File: config.mk
export PLATFORM = sky130hd
export DESIGN_NAME = lfu_cache_policy_top
export DESIGN_NICKNAME = d
export VERILOG_FILES = /design/src/hw/rtl/lfu_pkg.sv /design/src/hw/rtl/lfu_ctrl.sv /design/src/hw/rtl/lfu_dp.sv /design/src/hw/rtl/lfu_cache_policy_top.sv
export SDC_FILE = /design/constraint.sdc
export NUM_CORES = 2
export LEC_CHECK = 0
export BUFFER_PORTS_ARGS = -buffer_cell sky130_fd_sc_hd__buf_2
export CORE_ASPECT_RATIO = 0.7
export CORE_MARGIN = 4
export CORE_UTILIZATION = 30
export DETAILED_ROUTE_END_ITERATION = 10
export PLACE_DENSITY = 0.51
export SETUP_SLACK_MARGIN = 0.15
export SLEW_MARGIN = 20
export SYNTH_ARGS = -nofsm -noshare
export SYNTH_HDL_FRONTEND = slang
export SYNTH_HIERARCHICAL = 1
export SYNTH_SLANG_ARGS = --single-unit
File: constraint.sdc
create_clock -name i_clk -period 19.93 [get_ports i_clk]
set_input_delay 3.986 -clock i_clk [delete_from_list [all_inputs] [get_ports i_clk]]
set_output_delay 3.986 -clock i_clk [all_outputs]
set_load 0.02 [all_outputs]
File: src/hw/rtl/lfu_pkg.sv
// Shared types and constants for the LFU cache policy block.
package lfu_pkg;

    // Field widths
    localparam int KEY_W   = 32;
    localparam int DATA_W  = 32;
    localparam int COUNT_W = 32;
    localparam int STAMP_W = 40;
    localparam int CAP_W   = 5;

    // Largest capacity in normal use
    localparam int CAP_MAX = 16;

    // Largest value the capacity field can hold
    localparam int CAP_FIELD_MAX = (1 << CAP_W) - 1;

    // Reset value of the capacity register
    localparam logic [CAP_W-1:0] CAP_RESET = 5'd16;

    // Request commands
    localparam logic CMD_GET = 1'b0;
    localparam logic CMD_PUT = 1'b1;

    // Controller states
    typedef enum logic [1:0] {
        S_IDLE,
        S_SCAN,
        S_COMMIT
    } t_state;

    // Controller to datapath commands
    typedef struct packed {
        logic load;
        logic scan;
        logic commit;
    } t_dp_cmd;

    // Datapath to controller status
    typedef struct packed {
        logic scan_last;
        logic out_free;
    } t_dp_stat;

endpackage

File: src/hw/rtl/lfu_ctrl.sv
// Request sequencer: accept, scan the entry table, commit the update.
module lfu_ctrl (
    input  logic             i_clk,
    input  logic             i_rst_n,
    input  logic             i_in_valid,
    output logic             o_in_ready,
    output lfu_pkg::t_dp_cmd o_cmd,
    input  lfu_pkg::t_dp_stat i_stat
);
    import lfu_pkg::*;

    t_state r_state;
    t_state n_state;

    // Hold the current state
    always_ff @(posedge i_clk) begin
        if (!i_rst_n) begin
            r_state <= S_IDLE;
        end else begin
            r_state <= n_state;
        end
    end

    // Choose the next state and drive the datapath commands
    always_comb begin
        n_state    = r_state;
        o_in_ready = 1'b0;
        o_cmd      = '0;
        case (r_state)
            S_IDLE: begin
                o_in_ready = 1'b1;
                if (i_in_valid) begin
                    o_cmd.load = 1'b1;
                    n_state    = S_SCAN;
                end
            end
            S_SCAN: begin
                o_cmd.scan = 1'b1;
                if (i_stat.scan_last) begin
                    n_state = S_COMMIT;
                end
            end
            S_COMMIT: begin
                // wait for room in the result register
                if (i_stat.out_free) begin
                    o_cmd.commit = 1'b1;
                    n_state      = S_IDLE;
                end
            end
            default: begin
                n_state = S_IDLE;
            end
        endcase
    end

endmodule

File: src/hw/rtl/lfu_dp.sv
// Entry table, lookup and victim scan, update logic and result register.
module lfu_dp #(
    parameter int SLOTS = 16
) (
    input  logic                              i_clk,
    input  logic                              i_rst_n,
    input  lfu_pkg::t_dp_cmd                  i_cmd,
    output lfu_pkg::t_dp_stat                 o_stat,
    input  logic                              i_cfg_we,
    input  logic [lfu_pkg::CAP_W-1:0]         i_cfg_data,
    input  logic                              i_command,
    input  logic signed [lfu_pkg::KEY_W-1:0]  i_key,
    input  logic signed [lfu_pkg::DATA_W-1:0] i_value,
    output logic                              o_out_valid,
    input  logic                              i_out_ready,
    output logic                              o_hit,
    output logic signed [lfu_pkg::DATA_W-1:0] o_read_value
);
    import lfu_pkg::*;

    localparam int SLOT_W = (SLOTS > 1) ? $clog2(SLOTS) : 1;
    localparam logic [SLOT_W-1:0] LAST_IDX = SLOT_W'(SLOTS - 1);
    localparam logic [CAP_W-1:0]  SLOTS_CAP = CAP_W'(SLOTS);

    // Entry table
    logic [SLOTS-1:0]   r_valid;
    logic [KEY_W-1:0]   r_key   [SLOTS];
    logic [DATA_W-1:0]  r_data  [SLOTS];
    logic [COUNT_W-1:0] r_cnt   [SLOTS];
    logic [STAMP_W-1:0] r_stamp [SLOTS];

    // Global state
    logic [CAP_W-1:0]   r_cap;
    logic [CAP_W-1:0]   r_occ;
    logic [STAMP_W-1:0] r_clock;

    // Captured request
    logic               r_req_cmd;
    logic [KEY_W-1:0]   r_req_key;
    logic [DATA_W-1:0]  r_req_value;

    // Scan results
    logic [SLOT_W-1:0]  r_idx;
    logic               r_match_vld;
    logic [SLOT_W-1:0]  r_match_idx;
    logic [DATA_W-1:0]  r_match_data;
    logic [COUNT_W-1:0] r_match_cnt;
    logic               r_free_vld;
    logic [SLOT_W-1:0]  r_free_idx;
    logic               r_best_vld;
    logic [SLOT_W-1:0]  r_best_idx;
    logic [COUNT_W-1:0] r_best_cnt;
    logic [STAMP_W-1:0] r_best_stamp;

    // Result register
    logic               r_out_valid;
    logic               r_hit;
    logic [DATA_W-1:0]  r_rdata;

    // Scan-step signals
    logic               w_cur_valid;
    logic [COUNT_W-1:0] w_cur_cnt;
    logic [STAMP_W-1:0] w_cur_stamp;
    logic               w_match_now;
    logic               w_free_now;
    logic               w_better;

    // Commit signals
    logic [CAP_W-1:0]   w_live_cap;
    logic               w_cap_on;
    logic               w_touch;
    logic               w_use_free;
    logic               w_insert;
    logic [SLOT_W-1:0]  w_wr_idx;
    logic [COUNT_W-1:0] n_cnt;

    // Look at the entry under the scan pointer
    always_comb begin
        w_cur_valid = r_valid[r_idx];
        w_cur_cnt   = r_cnt[r_idx];
        w_cur_stamp = r_stamp[r_idx];
        w_match_now = w_cur_valid && (r_key[r_idx] == r_req_key) && !r_match_vld;
        w_free_now  = !w_cur_valid && !r_free_vld;
        w_better    = w_cur_valid &&
                      (!r_best_vld || (w_cur_cnt < r_best_cnt) ||
                       ((w_cur_cnt == r_best_cnt) && (w_cur_stamp < r_best_stamp)));
    end

    // Decide what the commit writes
    always_comb begin
        w_live_cap = (r_cap > SLOTS_CAP) ? SLOTS_CAP : r_cap;
        w_cap_on   = (w_live_cap != '0);
        w_touch    = w_cap_on && r_match_vld;
        w_use_free = (r_occ < w_live_cap) && r_free_vld;
        w_insert   = w_cap_on && !r_match_vld && (r_req_cmd == CMD_PUT) &&
                     (w_use_free || r_best_vld);
        if (w_touch) begin
            w_wr_idx = r_match_idx;
        end else if (w_use_free) begin
            w_wr_idx = r_free_idx;
        end else begin
            w_wr_idx = r_best_idx;
        end
        // saturate the use count
        n_cnt = (r_match_cnt == '1) ? r_match_cnt : r_match_cnt + COUNT_W'(1);
    end

    // Control state: capacity, valid bits, occupancy, clock, scan flags, result valid
    always_ff @(posedge i_clk) begin
        if (!i_rst_n) begin
            r_cap       <= CAP_RESET;
            r_valid     <= '0;
            r_occ       <= '0;
            r_clock     <= '0;
            r_idx       <= '0;
            r_match_vld <= 1'b0;
            r_free_vld  <= 1'b0;
            r_best_vld  <= 1'b0;
            r_out_valid <= 1'b0;
        end else begin
            if (i_cfg_we) begin
                r_cap <= i_cfg_data;
            end
            if (i_cmd.load) begin
                r_idx       <= '0;
                r_match_vld <= 1'b0;
                r_free_vld  <= 1'b0;
                r_best_vld  <= 1'b0;
            end else if (i_cmd.scan) begin
                if (r_idx != LAST_IDX) begin
                    r_idx <= r_idx + SLOT_W'(1);
                end
                if (w_match_now) begin
                    r_match_vld <= 1'b1;
                end
                if (w_free_now) begin
                    r_free_vld <= 1'b1;
                end
                if (w_better) begin
                    r_best_vld <= 1'b1;
                end
            end
            if (i_cmd.commit) begin
                if (w_touch || w_insert) begin
                    r_clock <= r_clock + STAMP_W'(1);
                end
                if (w_insert) begin
                    r_valid[w_wr_idx] <= 1'b1;
                    if (w_use_free) begin
                        r_occ <= r_occ + CAP_W'(1);
                    end
                end
                r_out_valid <= 1'b1;
            end else if (i_out_ready) begin
                r_out_valid <= 1'b0;
            end
        end
    end

    // Payload: request capture, scan captures, table writes, result data
    always_ff @(posedge i_clk) begin
        if (i_cmd.load) begin
            r_req_cmd   <= i_command;
            r_req_key   <= i_key;
            r_req_value <= i_value;
        end
        if (i_cmd.scan) begin
            if (w_match_now) begin
                r_match_idx  <= r_idx;
                r_match_data <= r_data[r_idx];
                r_match_cnt  <= w_cur_cnt;
            end
            if (w_free_now) begin
                r_free_idx <= r_idx;
            end
            if (w_better) begin
                r_best_idx   <= r_idx;
                r_best_cnt   <= w_cur_cnt;
                r_best_stamp <= w_cur_stamp;
            end
        end
        if (i_cmd.commit) begin
            if (w_touch) begin
                if (r_req_cmd == CMD_PUT) begin
                    r_data[w_wr_idx] <= r_req_value;
                end
                r_cnt[w_wr_idx]   <= n_cnt;
                r_stamp[w_wr_idx] <= r_clock;
            end else if (w_insert) begin
                r_key[w_wr_idx]   <= r_req_key;
                r_data[w_wr_idx]  <= r_req_value;
                r_cnt[w_wr_idx]   <= COUNT_W'(1);
                r_stamp[w_wr_idx] <= r_clock;
            end
            r_hit   <= w_touch;
            r_rdata <= (w_touch && (r_req_cmd == CMD_GET)) ? r_match_data : '0;
        end
    end

    // Status back to the controller
    assign o_stat.scan_last = (r_idx == LAST_IDX);
    assign o_stat.out_free  = !r_out_valid || i_out_ready;

    // Drive the result port
    assign o_out_valid  = r_out_valid;
    assign o_hit        = r_hit;
    assign o_read_value = r_rdata;

endmodule

File: src/hw/rtl/lfu_cache_policy_top.sv
// Top level of the LFU cache policy: sequencer plus entry datapath.
//
//   channel   | handshake                   | payload
//   ----------+-----------------------------+---------------------------------
//   request   | i_in_valid / o_in_ready     | i_command, i_key, i_value
//   result    | o_out_valid / i_out_ready   | o_hit, o_read_value
//   config    | i_cfg_we (no wait)          | i_cfg_data (capacity)
//
// A request, with SLOTS = min(ENTRIES, 31), is accepted, then each table entry is
// read in turn on the single scan port, and then the update is committed.
// The capacity field tops out at 31, so slots past that are never filled.
// Reset (synchronous) clears all valid bits at once; there is no clearing pass.
// The result register lets a new request be taken while a result waits; the
// commit stalls only if the previous result has still not been taken.
module lfu_cache_policy_top #(
    parameter int ENTRIES = 16
) (
    input  logic                              i_clk,
    input  logic                              i_rst_n,
    input  logic                              i_cfg_we,
    input  logic [lfu_pkg::CAP_W-1:0]         i_cfg_data,
    input  logic                              i_in_valid,
    output logic                              o_in_ready,
    input  logic                              i_command,
    input  logic signed [lfu_pkg::KEY_W-1:0]  i_key,
    input  logic signed [lfu_pkg::DATA_W-1:0] i_value,
    output logic                              o_out_valid,
    input  logic                              i_out_ready,
    output logic                              o_hit,
    output logic signed [lfu_pkg::DATA_W-1:0] o_read_value
);
    import lfu_pkg::*;

    localparam int SLOTS = (ENTRIES < CAP_FIELD_MAX) ? ENTRIES : CAP_FIELD_MAX;

    t_dp_cmd  w_cmd;
    t_dp_stat w_stat;

    // Sequence each request
    lfu_ctrl u_ctrl (
        .i_clk      (i_clk),
        .i_rst_n    (i_rst_n),
        .i_in_valid (i_in_valid),
        .o_in_ready (o_in_ready),
        .o_cmd      (w_cmd),
        .i_stat     (w_stat)
    );

    // Hold the table and compute results
    lfu_dp #(
        .SLOTS (SLOTS)
    ) u_dp (
        .i_clk        (i_clk),
        .i_rst_n      (i_rst_n),
        .i_cmd        (w_cmd),
        .o_stat       (w_stat),
        .i_cfg_we     (i_cfg_we),
        .i_cfg_data   (i_cfg_data),
        .i_command    (i_command),
        .i_key        (i_key),
        .i_value      (i_value),
        .o_out_valid  (o_out_valid),
        .i_out_ready  (i_out_ready),
        .o_hit        (o_hit),
        .o_read_value (o_read_value)
    );

endmodule

* Word-level counts from Yosys, hierarchy flattened *
Memory sizes are Yosys's and may differ from the RTL's. A register that Yosys moved wholly into a read port is not among the register bits.
Cells that the tools add are included.
W data, S select, Z words.

operators by class
  $add $sub $neg = 4
  multipliers = 0
  divide/modulo/power cells = 0
  order comparisons = 7
  equality and inequality tests = 10
  shift operators = 0
  muxes and demuxes = 40
  bitwise operators = 6
  reduce and logical (&&, ||, !) cells = 34

operator list
  cell                     number
  $mux W32                 3
  $eq A32 B32 Y1           2
  $add A40 B1 Y40 const B  1
  $lt A40 B40 Y1           1
  $mux W40                 1
  $add A32 B1 Y32 const B  1
  $eq A32 B32 Y1 const B   1
  $lt A32 B32 Y1           1
  $mux W4                  8
  $mux W1                  21
  $or A16 B16 Y16          1
  $logic_and A1 B1 Y1      12
  $reduce_and A2 Y1        6
  $lt A4 B5 Y1 const B     2
  $mux W2                  3
  $pmux W2 S3              1
  $reduce_and A3 Y1        2
  $add A5 B1 Y5 const B    1
  $gt A5 B5 Y1 const B     1
  $logic_not A1 Y1         5
  $logic_or A1 B1 Y1       5
  $lt A5 B5 Y1             1
  $mux W5                  1
  $reduce_bool A5 Y1       1
  other kinds (15)         19

word-level totals
  flip-flop bits (word level) = 290
  bits in latches = 0
  bits in writable memories = 2176
  bits in read-only memories = 0
  output and inout bits = 35
  logic and storage cells = 126
  memories = 4

memories
  memory        depth  width  read ports  clocked after Yosys merged registers in  wr ports  line          source
  u_dp.r_stamp  16     40     1           1                                        1         lfu_dp.sv:30  logic [STAMP_W-1:0] r_stamp [SLOTS];
  u_dp.r_cnt    16     32     1           1                                        1         lfu_dp.sv:29  logic [COUNT_W-1:0] r_cnt [SLOTS];
  u_dp.r_data   16     32     1           1                                        1         lfu_dp.sv:28  logic [DATA_W-1:0] r_data [SLOTS];
  u_dp.r_key    16     32     1           1                                        1         lfu_dp.sv:27  logic [KEY_W-1:0] r_key [SLOTS];

* Longest topological paths before layout *
  word-level depth = 11
  depth in mapped cells = 18

* Cells and area by module *
Netlist, hierarchy kept.

by module, submodules not included
  module    instances  cells each  area an instance (um^2)  seq. area each (um^2)
  lfu_dp    1          4317        96287.3                  74291.3
  lfu_ctrl  1          12          105.1                    40.0

* Worst setup path after synthesis *
OpenSTA, ideal clock, no wires.

  path type = input port to flip-flop
  from = input port i_out_ready
  to = memory u_dp.r_cnt[10][0] (enable)
  arrival = 11685 ps
  path slack = 7654 ps
  stages on the path = 10
  path buffers = 2
  path through = nand2b_1 -> nand2_1 -> nor2_1 -> nand2_1 -> nor3_1 -> inv_1 -> o21a_1 -> clkbuf_1 -> clkbuf_1 -> nor3_1

RTL lines
  element          line                        source
  start, declared  lfu_cache_policy_top.sv:28  input logic i_out_ready,
  end, declared    lfu_dp.sv:29

==> impl_metrics.ini <==
[status]
status = finished, final reports clean

[cells_and_area]
drive_above_1_share_pct = 27.0
nets = 4753
stdcell_count = 9085
syn_to_final_growth_pct = 14.4

[cts]
cts_hold_buf = 0
post_cts_buffers = 0
clkLatencyLatePin_ns = 0.92
cts_made_buffers = 239
numClockSinks = 2502
clockBufferDepth = 4
cts_resized = 0
clk_pin_slew_ns = 0.07
tritoncts = yes
clock_tree.root_cell = clkbuf_16
htreeDepth = 4

[logic_synthesis]
syn_area_per_cell_sq_um = 22.3
syn_nets = 4483
ys_warn_count = 6
synth-edff-count = 2422
async_reset_ff_share_pct = 0
syn_area_sq_um = 96400
syn_inst = 4329
synth-seq-area-share_pct = 77.1
ys_ff_latch = 2502
yosysUniqueCellTypes = 68
synth_ff_type = edfxtp_1

[power_and_ir_drop]
cellLeakagePower_nw = 34.9
switchingPower_mw = 2.12
pwr-share-seq_pct = 55.2
clock_power_share_pct = 42.6
power_density_nw_per_um2 = 94.8
p_comb_share_pct = 2.2
p_sw_share_pct = 20.3
ir_worst_vdd_v = 0.0000771
internal_power_mw = 8.33
total_power_mw = 10.5

[timing]
hold_viol = 0
drv_slew = 0
min_period_ns = 7.80
rsz0062_at_grt = no
max_freq_ghz = 0.128
worst_slew_pin_slew_ns = 1.12
max_slew_margin_pct = 24.8
setup_slack_ns = 12.13
fin_crit_sh_pct = 39.1
clock_skew_ns = 0.0844
setup_viol = 0
final.setup.tns_ns = 0

[hold_path]
min_to = u_dp/r_valid[5]
min_path_cells = 1
holdCritStartpoint = u_dp/r_valid[5]
worstHoldPathType = reg2reg

[worst_setup_path]
crit_type = reg2reg
r2r_slack_ns = 12.13
critPathCaptureType = flop
reg2reg_depth = 13
worst-endpoint-required_ns = 20.40
r2r-end = u_dp/r_best_stamp[16]
startpoint_type = flop
cp_max_fo = 52
worstPathArrival_ns = 8.27

[die]
die_h_microns = 482
core.rowCount = 173
dieArea_sq_um = 331000
die_w_microns = 686
ios = 110
start_util_pct = 30.3
coreArea_sq_um = 319000

[global_route]
grt_pass1_vias = 45300
antenna_found_initial = 11
grt_usage_pct = 14.0
overflow = 0
grt_pass1_wl_microns = 339000
grt_max_degree = 108

[drt]
viasPerCell = 4.92
drc = 0
wl_per_cell_microns = 26.0
route.vias.total = 44700
ant_nets = 0
drtIter0Drc = 4437
first_pass_iters = 7
routed_wl_microns = 236000

[placement]
gp_congestion = 0.734
dpl.cell_count = 8644
hpwl_microns = 124000
port_buffers = 109
pre_cts_slack_ns = 11.97

[run]
maxCapViolCount = 0
## metal layers
| metal | GRT usage (%) | vias to the layer above | part of all wire (%) | wire length, microns |
|---|---|---|---|---|
| li1 | - | 18700 | - | - |
| met1 | 21.7 | 24400 | 48 | 114000 |
| met2 | 20.0 | 1357 | 43 | 102000 |
| met3 | 3.01 | 299 | 6.6 | 15700 |
| met4 | 3.28 | 2 | 2.0 | 4670 |
| met5 | 0 | - | 0.0068 | 16 |
## how the worst max path moves through the flow
stage,endpoint,slack (ns),cells past startpoint
after floorplan,u_dp/r_cnt[10][0],7.65,10
after CTS,u_dp/r_best_stamp[14],11.90,13
after detailed placement,u_dp/r_stamp[15][35],11.97,10
final,u_dp/r_best_stamp[16],12.13,13
after global routing,u_dp/r_best_stamp[16],11.55,13
after global placement,u_dp/r_cnt[15][1],11.70,10
## synthesized netlist by cell type, types with 11 or more instances
| library cell | count | share of area [%] |
|---|---|---|
| nand2b_1 | 21 | 0.14 |
| nor2b_1 | 12 | 0.078 |
| dfxtp_1 | 80 | 1.7 |
| nand2_1 | 64 | 0.25 |
| buf_1 | 48 | 0.19 |
| nor3_1 | 66 | 0.34 |
| a211oi_1 | 11 | 0.086 |
| and2_1 | 41 | 0.27 |
| xnor2_1 | 56 | 0.51 |
| mux2i_1 | 78 | 0.81 |
| buf_4 | 15 | 0.12 |
| o21a_1 | 18 | 0.14 |
| nand3_1 | 31 | 0.16 |
| buf_2 | 61 | 0.32 |
| mux4_2 | 639 | 15 |
| clkbuf_1 | 65 | 0.25 |
| o21ai_0 | 33 | 0.17 |
| ha_1 | 79 | 1.0 |
| nor2_1 | 105 | 0.41 |
| nand4_1 | 42 | 0.27 |
| mux2_2 | 16 | 0.19 |
| and3_1 | 17 | 0.11 |
| inv_1 | 88 | 0.34 |
| edfxtp_1 | 2422 | 75 |
| xor2_1 | 54 | 0.49 |
| and4_1 | 11 | 0.10 |
| a21oi_1 | 31 | 0.16 |
## power by group through the flow
stage,Sequential (mW),Combinational [mW],Clock (mW)
after floorplan,5.86,0.171,0
after global placement,5.88,0.229,0
after detailed placement,5.88,0.229,0
after CTS,5.77,0.230,4.59
after global routing,5.77,0.243,4.82
final,5.77,0.225,4.46
## cell type report
type / instances / area (sq um)
fill: 29600 / 208000
sequential: 2502 / 74400
multi-input combinational: 1543 / 21100
clock buffer: 305 / 6330
tap: 4287 / 5360
timing repair buffer: 224 / 1490
clock inverter: 129 / 1200
inverter: 89 / 334
antenna: 6 / 15.0
## logic make-up after synthesis
group / after synthesis / synth area share [%]
flops: 2502 / 77.1
compound gates: 174 / 1.21
mux: 733 / 15.9
fa+ha+maj: 79 / 1.03
buf+inv: 284 / 1.29
simple gates: 447 / 2.44
xor+xnor: 110 / 0.999
## critical path: stages, from the launching register on
cell	delay, ns
dfxtp_4	0.89
buf_4	0.58
buf_4	0.77
mux4_2	0.62
mux4_2	0.53
ha_1	0.33
nand4_1	0.10
nor2_1	0.47
nand3_1	0.29
or4_1	0.61
a211o_1	0.28
a211oi_1	0.17
o31a_2	0.69
buf_4	0.77
## layout by cell type (no fill, tap or decap), drive strengths merged, types with 12 or more instances in the layout
cell type  count
a21oi         31
and2          41
and3          17
buf          224
bufinv        20
clkbuf       305
clkinv        94
dfxtp         80
edfxtp      2422
ha            79
inv           96
mux2          16
mux2i         78
mux4         639
nand2         64
nand2b        21
nand3         31
nand4         42
nor2         105
nor2b         12
nor3          66
o21a          18
o21ai         37
xnor2         56
xor2          54
## registers in the layout, summed over array words and instances, names as in the netlist, 16 cells and up, named ones only
signal	flops
u_dp/r_best_cnt	32
u_dp/r_clock	40
u_dp/r_data	512
u_dp/r_valid	16
u_dp/r_match_cnt	32
u_dp/r_match_data	32
u_dp/r_req_value	32
u_dp/r_stamp	640
u_dp/r_req_key	32
u_dp/r_key	512
u_dp/r_best_stamp	40
u_dp/o_read_value	32
u_dp/r_cnt	512
## through the flow
step	cell area, sq um	hold WS (ns)	util, %
global route	110000	0.484	34.6
floorplan	96400	0.420	-
global placement	103000	0.442	32.2
finish	110000	0.463	34.6
detailed placement	103000	0.444	32.2
CTS	110000	0.466	34.6
Note: power is estimated with default switching activity, not from simulation.
